<file path="src/hdl/fit_policy_block_allocator_macros.svh">
// Assertion macros shared by the allocator RTL.
`ifndef FIT_POLICY_BLOCK_ALLOCATOR_MACROS_SVH
`define FIT_POLICY_BLOCK_ALLOCATOR_MACROS_SVH

`ifndef SYNTHESIS

// Property checked on every rising edge of clk outside reset.
`define FPBA_ASSERT(lbl, prop, msg) \
	lbl: assert property (@(posedge clk) disable iff (!arst_n) (prop)) else $error(msg);

// Overlapped implication checked on every rising edge of clk outside reset.
`define FPBA_ASSERT_IMPL(lbl, ante, cons, msg) \
	lbl: assert property (@(posedge clk) disable iff (!arst_n) (ante) |-> (cons)) \
		else $error(msg);

// Next-cycle implication checked on every rising edge of clk outside reset.
`define FPBA_ASSERT_NEXT(lbl, ante, cons, msg) \
	lbl: assert property (@(posedge clk) disable iff (!arst_n) (ante) |=> (cons)) \
		else $error(msg);

`else

`define FPBA_ASSERT(lbl, prop, msg)
`define FPBA_ASSERT_IMPL(lbl, ante, cons, msg)
`define FPBA_ASSERT_NEXT(lbl, ante, cons, msg)

`endif

`endif

</file>
<file path="src/hdl/fpba_pkg.sv">
`timescale 1ns / 1ps

package fpba_pkg;

	localparam int MAX_BLOCKS = 16;
	localparam int SIZE_BITS  = 16;
	localparam int IDX_W      = (MAX_BLOCKS > 1) ? $clog2(MAX_BLOCKS) : 1;

	localparam int BC_W       = 5;
	localparam int CFG_IDX_W  = 2;
	localparam int CFG_DATA_W = 5;

	localparam logic [BC_W-1:0] BLOCK_COUNT_RESET = BC_W'(16);

	typedef enum logic [0:0] {
		OP_LOAD  = 1'b0,
		OP_ALLOC = 1'b1
	} op_t;

	typedef enum logic [1:0] {
		FIT_FIRST = 2'd0,
		FIT_BEST  = 2'd1,
		FIT_WORST = 2'd2
	} fit_policy_t;

	typedef enum logic [CFG_IDX_W-1:0] {
		CFG_FIT_POLICY  = CFG_IDX_W'(0),
		CFG_BLOCK_COUNT = CFG_IDX_W'(1)
	} cfg_idx_t;

	typedef struct packed {
		op_t         operation;
		logic [3:0]  block_index;
		logic [15:0] amount;
	} item_t;

	typedef struct packed {
		logic        granted;
		logic [3:0]  chosen_block;
		logic [15:0] remaining_after;
	} result_t;

	// Search record handed from cell to cell.
	typedef struct packed {
		logic                 valid;
		logic [SIZE_BITS-1:0] amt;
		logic                 found;
		logic [IDX_W-1:0]     pick;
		logic [SIZE_BITS-1:0] best;
	} scan_t;

	// Capacity write broadcast to all cells.
	typedef struct packed {
		logic                 en;
		logic [IDX_W-1:0]     idx;
		logic [SIZE_BITS-1:0] data;
	} cell_wr_t;

endpackage

</file>
<file path="src/hdl/fpba_cell.sv">
`timescale 1ns / 1ps

module fpba_cell
	import fpba_pkg::*;
(
	input  logic                 clk,
	input  logic                 arst_n,
	input  logic [IDX_W-1:0]     pos,
	input  fit_policy_t          policy,
	input  logic [BC_W-1:0]      count,
	input  cell_wr_t             wr,
	input  scan_t                scan_in,
	output scan_t                scan_out
);

	logic [SIZE_BITS-1:0] cap_q;
	scan_t                scan_q;
	logic                 in_use;
	logic                 fits;
	logic                 take;

	// Counts above the table size cover every cell anyway.
	assign in_use = 32'(pos) < 32'(count);
	assign fits   = scan_in.valid && in_use && (cap_q >= scan_in.amt);

	always_comb begin
		take = 1'b0;
		if (fits) begin
			if (!scan_in.found) begin
				take = 1'b1;
			end else begin
				case (policy)
					FIT_BEST:  take = cap_q < scan_in.best;
					FIT_WORST: take = cap_q > scan_in.best;
					default:   take = 1'b0;
				endcase
			end
		end
	end

	always_ff @(posedge clk or negedge arst_n) begin
		if (!arst_n) begin
			cap_q <= '0;
		end else if (wr.en && (wr.idx == pos)) begin
			cap_q <= wr.data;
		end
	end

	always_ff @(posedge clk or negedge arst_n) begin
		if (!arst_n) begin
			scan_q <= '0;
		end else begin
			scan_q.valid <= scan_in.valid;
			scan_q.amt   <= scan_in.amt;
			scan_q.found <= scan_in.found || fits;
			scan_q.pick  <= take ? pos : scan_in.pick;
			scan_q.best  <= take ? cap_q : scan_in.best;
		end
	end

	assign scan_out = scan_q;

endmodule

</file>
<file path="src/hdl/fit_policy_block_allocator.sv">
`timescale 1ns / 1ps
// Fit-policy block allocator.
// Items enter on item while start is high and busy is low. A load item writes
// one block's capacity; an allocate item searches the configured blocks and
// takes its request from the block picked by fit_policy (first, best or worst
// fit, ties to the lowest index).
// Each item yields one result on result, marked by done for exactly one cycle.
// Loads: result in the cycle after the transfer, busy stays low, so a load can
// follow in every cycle.
// Allocates: the request walks a row of MAX_BLOCKS cells, one cell per cycle,
// then the picked cell is written. busy rises with the transfer and falls as
// the result appears, so no new item is taken while a search is in flight;
// the length of the cell row sets how long a search takes.
// Configuration: cfg_valid/cfg_ready with cfg_index (0 fit_policy,
// 1 block_count) and cfg_data; cfg_ready is always high. Write only while idle.
// Reset clears every capacity to zero, fit_policy to first fit and
// block_count to 16. The receiver cannot stall; done is never held.

`include "fit_policy_block_allocator_macros.svh"

module fit_policy_block_allocator
	import fpba_pkg::*;
(
	input  logic                  clk,
	input  logic                  arst_n,
	input  logic                  start,
	output logic                  busy,
	input  item_t                 item,
	output logic                  done,
	output result_t               result,
	input  logic                  cfg_valid,
	output logic                  cfg_ready,
	input  logic [CFG_IDX_W-1:0]  cfg_index,
	input  logic [CFG_DATA_W-1:0] cfg_data
);

	fit_policy_t          fit_policy_q;
	logic [BC_W-1:0]      block_count_q;
	logic                 busy_q;
	logic                 done_q;
	result_t              result_q;

	logic                 accept;
	logic                 load_acc;
	logic                 alloc_acc;
	logic                 idx_ok;
	logic [SIZE_BITS-1:0] amt_sz;
	logic [SIZE_BITS-1:0] new_cap;
	scan_t                inject;
	scan_t                last;
	cell_wr_t             wr;
	scan_t                scan_o [MAX_BLOCKS];
	logic [MAX_BLOCKS-1:0] scan_vld;

	assign cfg_ready = 1'b1;

	always_ff @(posedge clk or negedge arst_n) begin
		if (!arst_n) begin
			fit_policy_q  <= FIT_FIRST;
			block_count_q <= BLOCK_COUNT_RESET;
		end else if (cfg_valid && cfg_ready) begin
			case (cfg_idx_t'(cfg_index))
				CFG_FIT_POLICY:  fit_policy_q  <= fit_policy_t'(cfg_data[1:0]);
				CFG_BLOCK_COUNT: block_count_q <= cfg_data[BC_W-1:0];
				default: ;
			endcase
		end
	end

	assign accept    = start && !busy_q;
	assign load_acc  = accept && (item.operation == OP_LOAD);
	assign alloc_acc = accept && (item.operation == OP_ALLOC);
	assign amt_sz    = SIZE_BITS'(item.amount);
	assign idx_ok    = 32'(item.block_index) < MAX_BLOCKS;

	always_comb begin
		inject       = '0;
		inject.valid = alloc_acc;
		inject.amt   = amt_sz;
	end

	genvar g;
	generate
		for (g = 0; g < MAX_BLOCKS; g++) begin : g_cell
			scan_t cell_in;
			if (g == 0) begin : g_head
				assign cell_in = inject;
			end else begin : g_link
				assign cell_in = scan_o[g-1];
			end
			fpba_cell u_cell (
				.clk      (clk),
				.arst_n   (arst_n),
				.pos      (IDX_W'(g)),
				.policy   (fit_policy_q),
				.count    (block_count_q),
				.wr       (wr),
				.scan_in  (cell_in),
				.scan_out (scan_o[g])
			);
			assign scan_vld[g] = scan_o[g].valid;
		end
	endgenerate

	assign last    = scan_o[MAX_BLOCKS-1];
	assign new_cap = last.best - last.amt;

	// Loads and commits never meet: busy holds off new items during a search.
	always_comb begin
		wr = '0;
		if (load_acc) begin
			wr.en   = idx_ok;
			wr.idx  = IDX_W'(item.block_index);
			wr.data = amt_sz;
		end else if (last.valid && last.found) begin
			wr.en   = 1'b1;
			wr.idx  = last.pick;
			wr.data = new_cap;
		end
	end

	always_ff @(posedge clk or negedge arst_n) begin
		if (!arst_n) begin
			busy_q <= 1'b0;
			done_q <= 1'b0;
		end else begin
			if (alloc_acc) begin
				busy_q <= 1'b1;
			end else if (last.valid) begin
				busy_q <= 1'b0;
			end
			done_q <= load_acc || last.valid;
		end
	end

	always_ff @(posedge clk) begin
		if (load_acc) begin
			result_q.granted         <= 1'b0;
			result_q.chosen_block    <= item.block_index;
			result_q.remaining_after <= idx_ok ? 16'(amt_sz) : '0;
		end else if (last.valid) begin
			result_q.granted         <= last.found;
			result_q.chosen_block    <= last.found ? 4'(last.pick) : '0;
			result_q.remaining_after <= last.found ? 16'(new_cap) : '0;
		end
	end

	assign busy   = busy_q;
	assign done   = done_q;
	assign result = result_q;

	`FPBA_ASSERT(a_one_search, $onehot0(scan_vld), "more than one search in the cell row")
	`FPBA_ASSERT_IMPL(a_busy_search, busy_q, $onehot(scan_vld), "busy without a search in flight")
	`FPBA_ASSERT_NEXT(a_alloc_busy, alloc_acc, busy_q && scan_vld[0], "allocate did not enter the row")
	`FPBA_ASSERT_NEXT(a_commit_done, last.valid, done_q && !busy_q, "search end gave no result")
	`FPBA_ASSERT_IMPL(a_idle_load, !busy_q, scan_vld == '0, "search in flight while idle")

endmodule

</file>
<file path="config.mk">
export PLATFORM = sky130hd
export DESIGN_NAME = fit_policy_block_allocator
export DESIGN_NICKNAME = d
export VERILOG_FILES = /design/src/hdl/fpba_pkg.sv /design/src/hdl/fpba_cell.sv /design/src/hdl/fit_policy_block_allocator.sv
export VERILOG_INCLUDE_DIRS = /design/src /design/src/hdl
export SDC_FILE = /design/constraint.sdc
export NUM_CORES = 2
export LEC_CHECK = 0
export ABC_AREA = 0
export BUFFER_PORTS_ARGS = -buffer_cell sky130_fd_sc_hd__buf_2
export CAP_MARGIN = 10
export CORE_ASPECT_RATIO = 1.5
export CORE_MARGIN = 2
export CORE_UTILIZATION = 45
export CTS_CLUSTER_SIZE = 12
export DETAILED_ROUTE_END_ITERATION = 10
export SLEW_MARGIN = 20
export SYNTH_ARGS = -nofsm -noshare
export SYNTH_HDL_FRONTEND = slang
export SYNTH_SLANG_ARGS = --single-unit
</file>
<file path="constraint.sdc">
create_clock -name clk -period 2.9 [get_ports clk]
set_clock_uncertainty 0.2 [all_clocks]
set_input_delay 0.58 -clock clk [delete_from_list [all_inputs] [get_ports clk]]
set_output_delay 0.58 -clock clk [all_outputs]
set_load 0.02 [all_outputs]
</file>
# --- Yosys cells after proc, flatten, opt, wreduce, memory -nomap -nowiden ---
# Cells that the tools add are included.
word_totals:
  ff_bits: 890
  latch_bits: 0
  ram_bits: 0
  romBits: 0
  input_bits: 32
  elab_cells: 344
  n_memories: 0
op_classes:
  add_sub_neg: 1
  multipliers: 0
  div: 0
  n_lt_le_gt_ge: 62
  n_eq_ne: 18
  n_shift: 0
  n_mux: 85
  bitwise: 1
  reduce_logical: 75
op_table:
  columns: ["op", "count"]
  rows:
  - ["$mux W16", 17]
  - ["$ge A16 B16 Y1", 16]
  - ["$gt A16 B16 Y1", 15]
  - ["$lt A16 B16 Y1", 15]
  - ["$mux W4", 15]
  - ["$logic_and A1 B1 Y1", 52]
  - ["$mux W21", 2]
  - ["$lt A4 B5 Y1 const A", 8]
  - ["$mux W20", 2]
  - ["$mux W1", 34]
  - ["$eq A4 B4 Y1 const B", 8]
  - ["$pmux W1 S2", 15]
  - ["$lt A3 B5 Y1 const A", 4]
  - ["$eq A4 B3 Y1 const B", 4]
  - ["$logic_or A1 B1 Y1", 16]
  - ["$sub A16 B16 Y16", 1]
  - ["$lt A1 B5 Y1 const A", 2]
  - ["$lt A2 B5 Y1 const A", 2]
  - ["$eq A4 B2 Y1 const B", 2]
  - ["$eq A2 B1 Y1 const B", 2]
  - ["$eq A4 B1 Y1 const B", 1]
  - ["$logic_not A4 Y1", 1]
  - ["$reduce_and A2 Y1", 2]
  - ["$reduce_bool A2 Y1", 2]
  - ["4 further kinds", 4]

# --- Logic depth before layout (Yosys ltp) ---
logic_depth:
  word_depth: 7
  depth_mapped: 12
  depth_no_buf: 11

# --- Hierarchy ---
# A second synthesis with hierarchy kept.
unflattened:
  cells_unflattened: 3910
  area_unflattened_um2: 46624.7
by_module_without_submodules:
  columns: ["module", "n_inst", "cells_each", "area_per_inst_um2", "seq_area_each_um2"]
  rows:
  - ["fpba_cell at g_cell[0].u_cell ...", 15, 230, 2770.2, 1351.3]
  - ["fpba_cell at g_cell[1].u_cell", 1, 230, 2862.7, 1351.3]
  - ["fit_policy_block_allocator", 1, 230, 2209.6, 847.1]

# --- Worst setup path before layout ---
# OpenSTA, ideal clock, no wires.
synth_path:
  path_type: "flip-flop to flip-flop"
  startpoint: "register g_cell[15].u_cell.scan_q (netlist bit g_cell[15].u_cell.scan_out[0])"
  endpoint: "register result_q (netlist bit result[10]) (data pin)"
  setup_time_ns: 0.261
  arrival_ns: 2.541
  slack_ns: -0.102
  path_stages_with_launch: 13
  cell_sequence: "dfrtp_1 > inv_1 > ha_1 > inv_1 > fa_1 > a21o_1 > a221oi_2 > o21ai_1 > o22a_1 > xor2_1 > a22oi_1 > clkbuf_1 > inv_1"
synth_between:
  elab_chain_len: 4
synth_rtl:
  columns: ["element", "line_no", "rtl"]
  rows:
  - ["start: declaration", "fpba_cell.sv:17", "scan_t scan_q;"]
  - ["$sub A16 B16 Y16", "fit_policy_block_allocator.sv:106", "assign new_cap = last.best - last.amt;"]
  - ["$mux W16", "fit_policy_block_allocator.sv:144", "result_q.remaining_after <= last.found ? 16'(new_cap) : '0;"]
  - ["$mux W20", "fit_policy_block_allocator.sv:141", "end else if (last.valid) begin"]
  - ["$mux W20", "fit_policy_block_allocator.sv:137", "if (load_acc) begin"]
  - ["end: declaration", "fit_policy_block_allocator.sv:41", "result_t result_q;"]
# No other way between the ends. The select of a mux whose other input is x is not followed.
# A chain may end at the register's enable or synchronous reset.

# --- Worst setup path after layout ---
layout_path:
  startpoint: "register g_cell[13].u_cell.cap_q[10]"
  endpoint: "register g_cell[13].u_cell.scan_q (netlist bit g_cell[13].u_cell.scan_out[1])"
layout_between:
  elab_chain_len: 5
layout_rtl:
  columns: ["element", "line_no", "rtl"]
  rows:
  - ["start: declaration", "fpba_cell.sv:16", "logic [SIZE_BITS-1:0] cap_q;"]
  - ["start signal: assignment", "fpba_cell.sv:45", "cap_q <= wr.data;"]
  - ["$gt A16 B16 Y1 or $lt A16 B16 Y1 (tied branches)", "fpba_cell.sv:34, fpba_cell.sv:33", null]
  - ["$pmux W1 S2", "fpba_cell.sv:32", "case (policy)"]
  - ["$mux W1", "fpba_cell.sv:29", "if (!scan_in.found) begin"]
  - ["$mux W1 (*)", "fpba_cell.sv:28", "if (fits) begin"]
  - ["$mux W16 (*)", "fpba_cell.sv:57", "scan_q.best <= take ? cap_q : scan_in.best;"]
  - ["end: declaration", "fpba_cell.sv:17", null]
# Every way passes the cells marked *; elsewhere a longest branch is shown, timed or not.

==> flow_metrics.env <==
export IMPL_placedCellCount=5337
export IMPL_final_area_mm2=0.0530
export IMPL_drc=0
export IMPL_overflow=0
export IMPL_rows=137
export IMPL_place_ws_ps=-274
export IMPL_hold_viol=0
export IMPL_worstPathArrival_ps=3440
export IMPL_core_mm2=0.0931
export IMPL_htreeDepth=3
export IMPL_synth_most_common_cell="dfrtp_1"
export IMPL_wl_met1_um=46300
export IMPL_synth_top_area_frac=0.507
export IMPL_r2r_end="g_cell[13].u_cell.scan_out[1]"
export IMPL_swShare=0.232
export IMPL_hold_worst_slack_ps=51.0
export IMPL_wl_um=124000
export IMPL_drt_first_pass_iters=5
export IMPL_drtIter0Drc=1713
export IMPL_crit_reg2reg_launch="g_cell[13].u_cell.cap_q[10]"
export IMPL_post_dp_cell_area_mm2=0.0470
export IMPL_wl_per_cell_um=22.1
export IMPL_outcome="finished, violations left"
export IMPL_worstPathMaxFanout=5
export IMPL_cts_root_buf="clkbuf_16"
export IMPL_yosys_area_top_type="dfrtp_1"
export IMPL_insertion_delay_ps=680
export IMPL_grt_usage=0.258
export IMPL_min_delay_start="cfg_index[1]"
export IMPL_worstPathRequired_ps=3260
export IMPL_combPwrFrac=0.049
export IMPL_period_minus_slack_ps=3080
export IMPL_setup_violations=147
export IMPL_place_hpwl_um=89900
export IMPL_grt_pass1_wl_um=186000
export IMPL_synthFlopType="dfrtp_1"
export IMPL_hold_path_class="primary input to flop"
export IMPL_syn_inst=3817
export IMPL_synth_seq_area_share=0.522
export IMPL_clkPwrFrac=0.434
export IMPL_routed_top_layer="met4"
export IMPL_synth_area_leaders="dfrtp_1 (51%), ha_1 (15%), mux2_2 (6.4%)"
export IMPL_wl_met3_um=4350
export IMPL_violations="negative setup slack"
export IMPL_synthArstFlopShare=0.976
export IMPL_vias=29766
export IMPL_irDropWorstVdd_mv=0.553
export IMPL_clock_path_buffers=3
export IMPL_vias_per_cell=5.31
export IMPL_slew_headroom=0.404
export IMPL_fmax_mhz=324
export IMPL_worstMarginPinSlew_ps=894
export IMPL_drv_cap=0
export IMPL_antenna_left=0
export IMPL_finalCritPeriodShare=1.06
export IMPL_holdPathStages=4
export IMPL_worst_r2r_setup_slack_ps=-180
export IMPL_slew_violations=0
export IMPL_initial_core_util=0.455
export IMPL_antenna_found_initial=6
export IMPL_startpoint_type="flop"
export IMPL_grt_setup_unrepaired="yes"
export IMPL_syn_area_mm2=0.0423
export IMPL_sequentialPowerShare=0.516
export IMPL_cts_num_sinks=879
export IMPL_p_leak_nw=26.7
export IMPL_die_area_mm2=0.0966
export IMPL_synth_edff_count=20
export IMPL_critical_path_class="flop to flop"
export IMPL_drive_gt1_frac=0.262
export IMPL_ys_top_cells_by_count="dfrtp_1 (857), inv_1 (530), ha_1 (513)"
export IMPL_fin_cells=5602
export IMPL_grt_max_degree=112
export IMPL_place_congestion=0.909
export IMPL_setup_ws_ps=-185
export IMPL_cts_tree="built"
export IMPL_numCtsBuffers=87
export IMPL_grt_pass1_vias=30794
export IMPL_clk_pin_slew_ps=60
export IMPL_yosysUniqueCellTypes=83
export IMPL_io_buffers=54
export IMPL_dieHeight_um=380
export IMPL_p_switching_mw=5.71
export IMPL_worstRegToRegCells=9
export IMPL_synth_fp_nets=4363
export IMPL_num_io_pins=56
export IMPL_end_kind="flop"
export IMPL_areaGrowthSynthToFinish_pct=25.2
export IMPL_wl_met2_um=65900
export IMPL_powerDensity_mw_per_mm2=465
export IMPL_yosys_warnings=0
export IMPL_synth_seq_cells=879
export IMPL_die_w_um=254
export IMPL_nNetsFinal=4846
export IMPL_avgSynthCellArea_um2=11.1
export IMPL_power_internal_mw=18.9
export IMPL_hold_end="fit_policy_q[1]"
==> how the worst max path moves through the flow <==
stage	start	depth (start not counted)	end
floorplan	g_cell[15].u_cell.scan_out[0]	12	result[10]
global placement	g_cell[12].u_cell.scan_out[9]	10	g_cell[13].u_cell.scan_out[0]
global route	g_cell[15].u_cell.scan_out[0]	13	g_cell[11].u_cell.cap_q[14]
detailed placement	g_cell[15].u_cell.scan_out[0]	12	g_cell[13].u_cell.cap_q[14]
CTS	g_cell[15].u_cell.scan_out[0]	13	g_cell[10].u_cell.cap_q[14]
finish	g_cell[13].u_cell.cap_q[10]	9	g_cell[13].u_cell.scan_out[1]
==> logic make-up after synthesis <==
logic type               Yosys count  synth area share
AO/OA/AOI/OAI                    801             0.118
other                              1         0.0000886
flip-flops                       879             0.522
XOR/XNOR                          14           0.00290
AND/OR/NAND/NOR                  719            0.0804
multiplexers                     250            0.0670
adder cells (fa/ha/maj)          514             0.152
buffers and inverters            639            0.0578
==> critical path: stages, from the launching register on <==
cell	delay (ps)
dfrtp_1	420
ha_4	280
nand4_1	170
or4_4	540
a21o_1	200
o211ai_1	140
mux2_2	380
and3_4	190
clkbuf_16	170
mux2_2	280
==> per-layer routing <==
metal | track usage | vias to the layer above
met2 | 0.469 | 650
met5 | 0 | -
met1 | 0.293 | 14762
met3 | 0.0325 | 291
li1 | - | 14063
met4 | 0.132 | 0
==> layout by cell type (no fill, tap or decap), drive strengths merged, types with 7 or more instances in the layout <==
cell	instances
or2	27
nand2b	33
dlygate4sd3	22
nand4	75
a21oi	143
and4	15
a2111oi	9
nor2b	28
dfrtp	857
xnor2	7
clkbuf	136
o21ai	347
nand3	36
and2	12
mux2	246
nand2	390
inv	533
a21o	106
a22oi	7
a211oi	50
o22ai	8
buf	473
xor2	7
o211ai	18
o21a	26
and3	7
ha	513
o211a	16
a31oi	9
nor4	9
edfxtp	20
nor2	54
nor3	13
==> flip-flops by register name (all words and copies together) (netlist names) <==
signal and count:
g_cell.u_cell.scan_out 593, g_cell.u_cell.cap_q 256, result 21, block_count_q 5
fit_policy_q 2, busy 1, done 1
==> metrics by stage <==
stage                util  power [mW]  TNS (ps)
CTS                 0.550        24.9    -10610
global placement    0.504        14.0    -16380
floorplan               -        13.3     -14.5
finish              0.569        24.7    -12700
global route        0.569        25.5    -28610
detailed placement  0.504        14.1    -21410
==> layout make-up <==
cell class / count / area [um2]
fillers: 7692 / 40100
diodes: 4 / 10.0
multi-input cells: 2299 / 19900
flip-flops and latches: 879 / 22100
repair buffers: 501 / 4860
inverters: 532 / 2000
well taps: 1251 / 1570
clock inverters: 5 / 43.8
clock buffers: 131 / 2550
==> power by group through the flow <==
stage | registers, mW | logic, mW | clock network, mW
2_1_floorplan | 12.8 | 0.447 | 0
3_3_place_gp | 13.0 | 1.09 | 0
3_5_place_dp | 13.0 | 1.10 | 0
4_1_cts | 12.7 | 1.18 | 11.0
5_1_grt | 12.7 | 1.36 | 11.4
6_report | 12.7 | 1.21 | 10.7
==> repair_timing <==
item                                    in CTS  in global routing
setup buffers                               37                 56
endpoints found under the setup margin     280                396
hold buffers                                22                  0
gates cloned                                12                  5
gates resized for setup                    225                318
pin swaps                                   75                131
endpoints found under the hold margin      309                  0
Note: power is estimated with default switching activity, not from simulation.
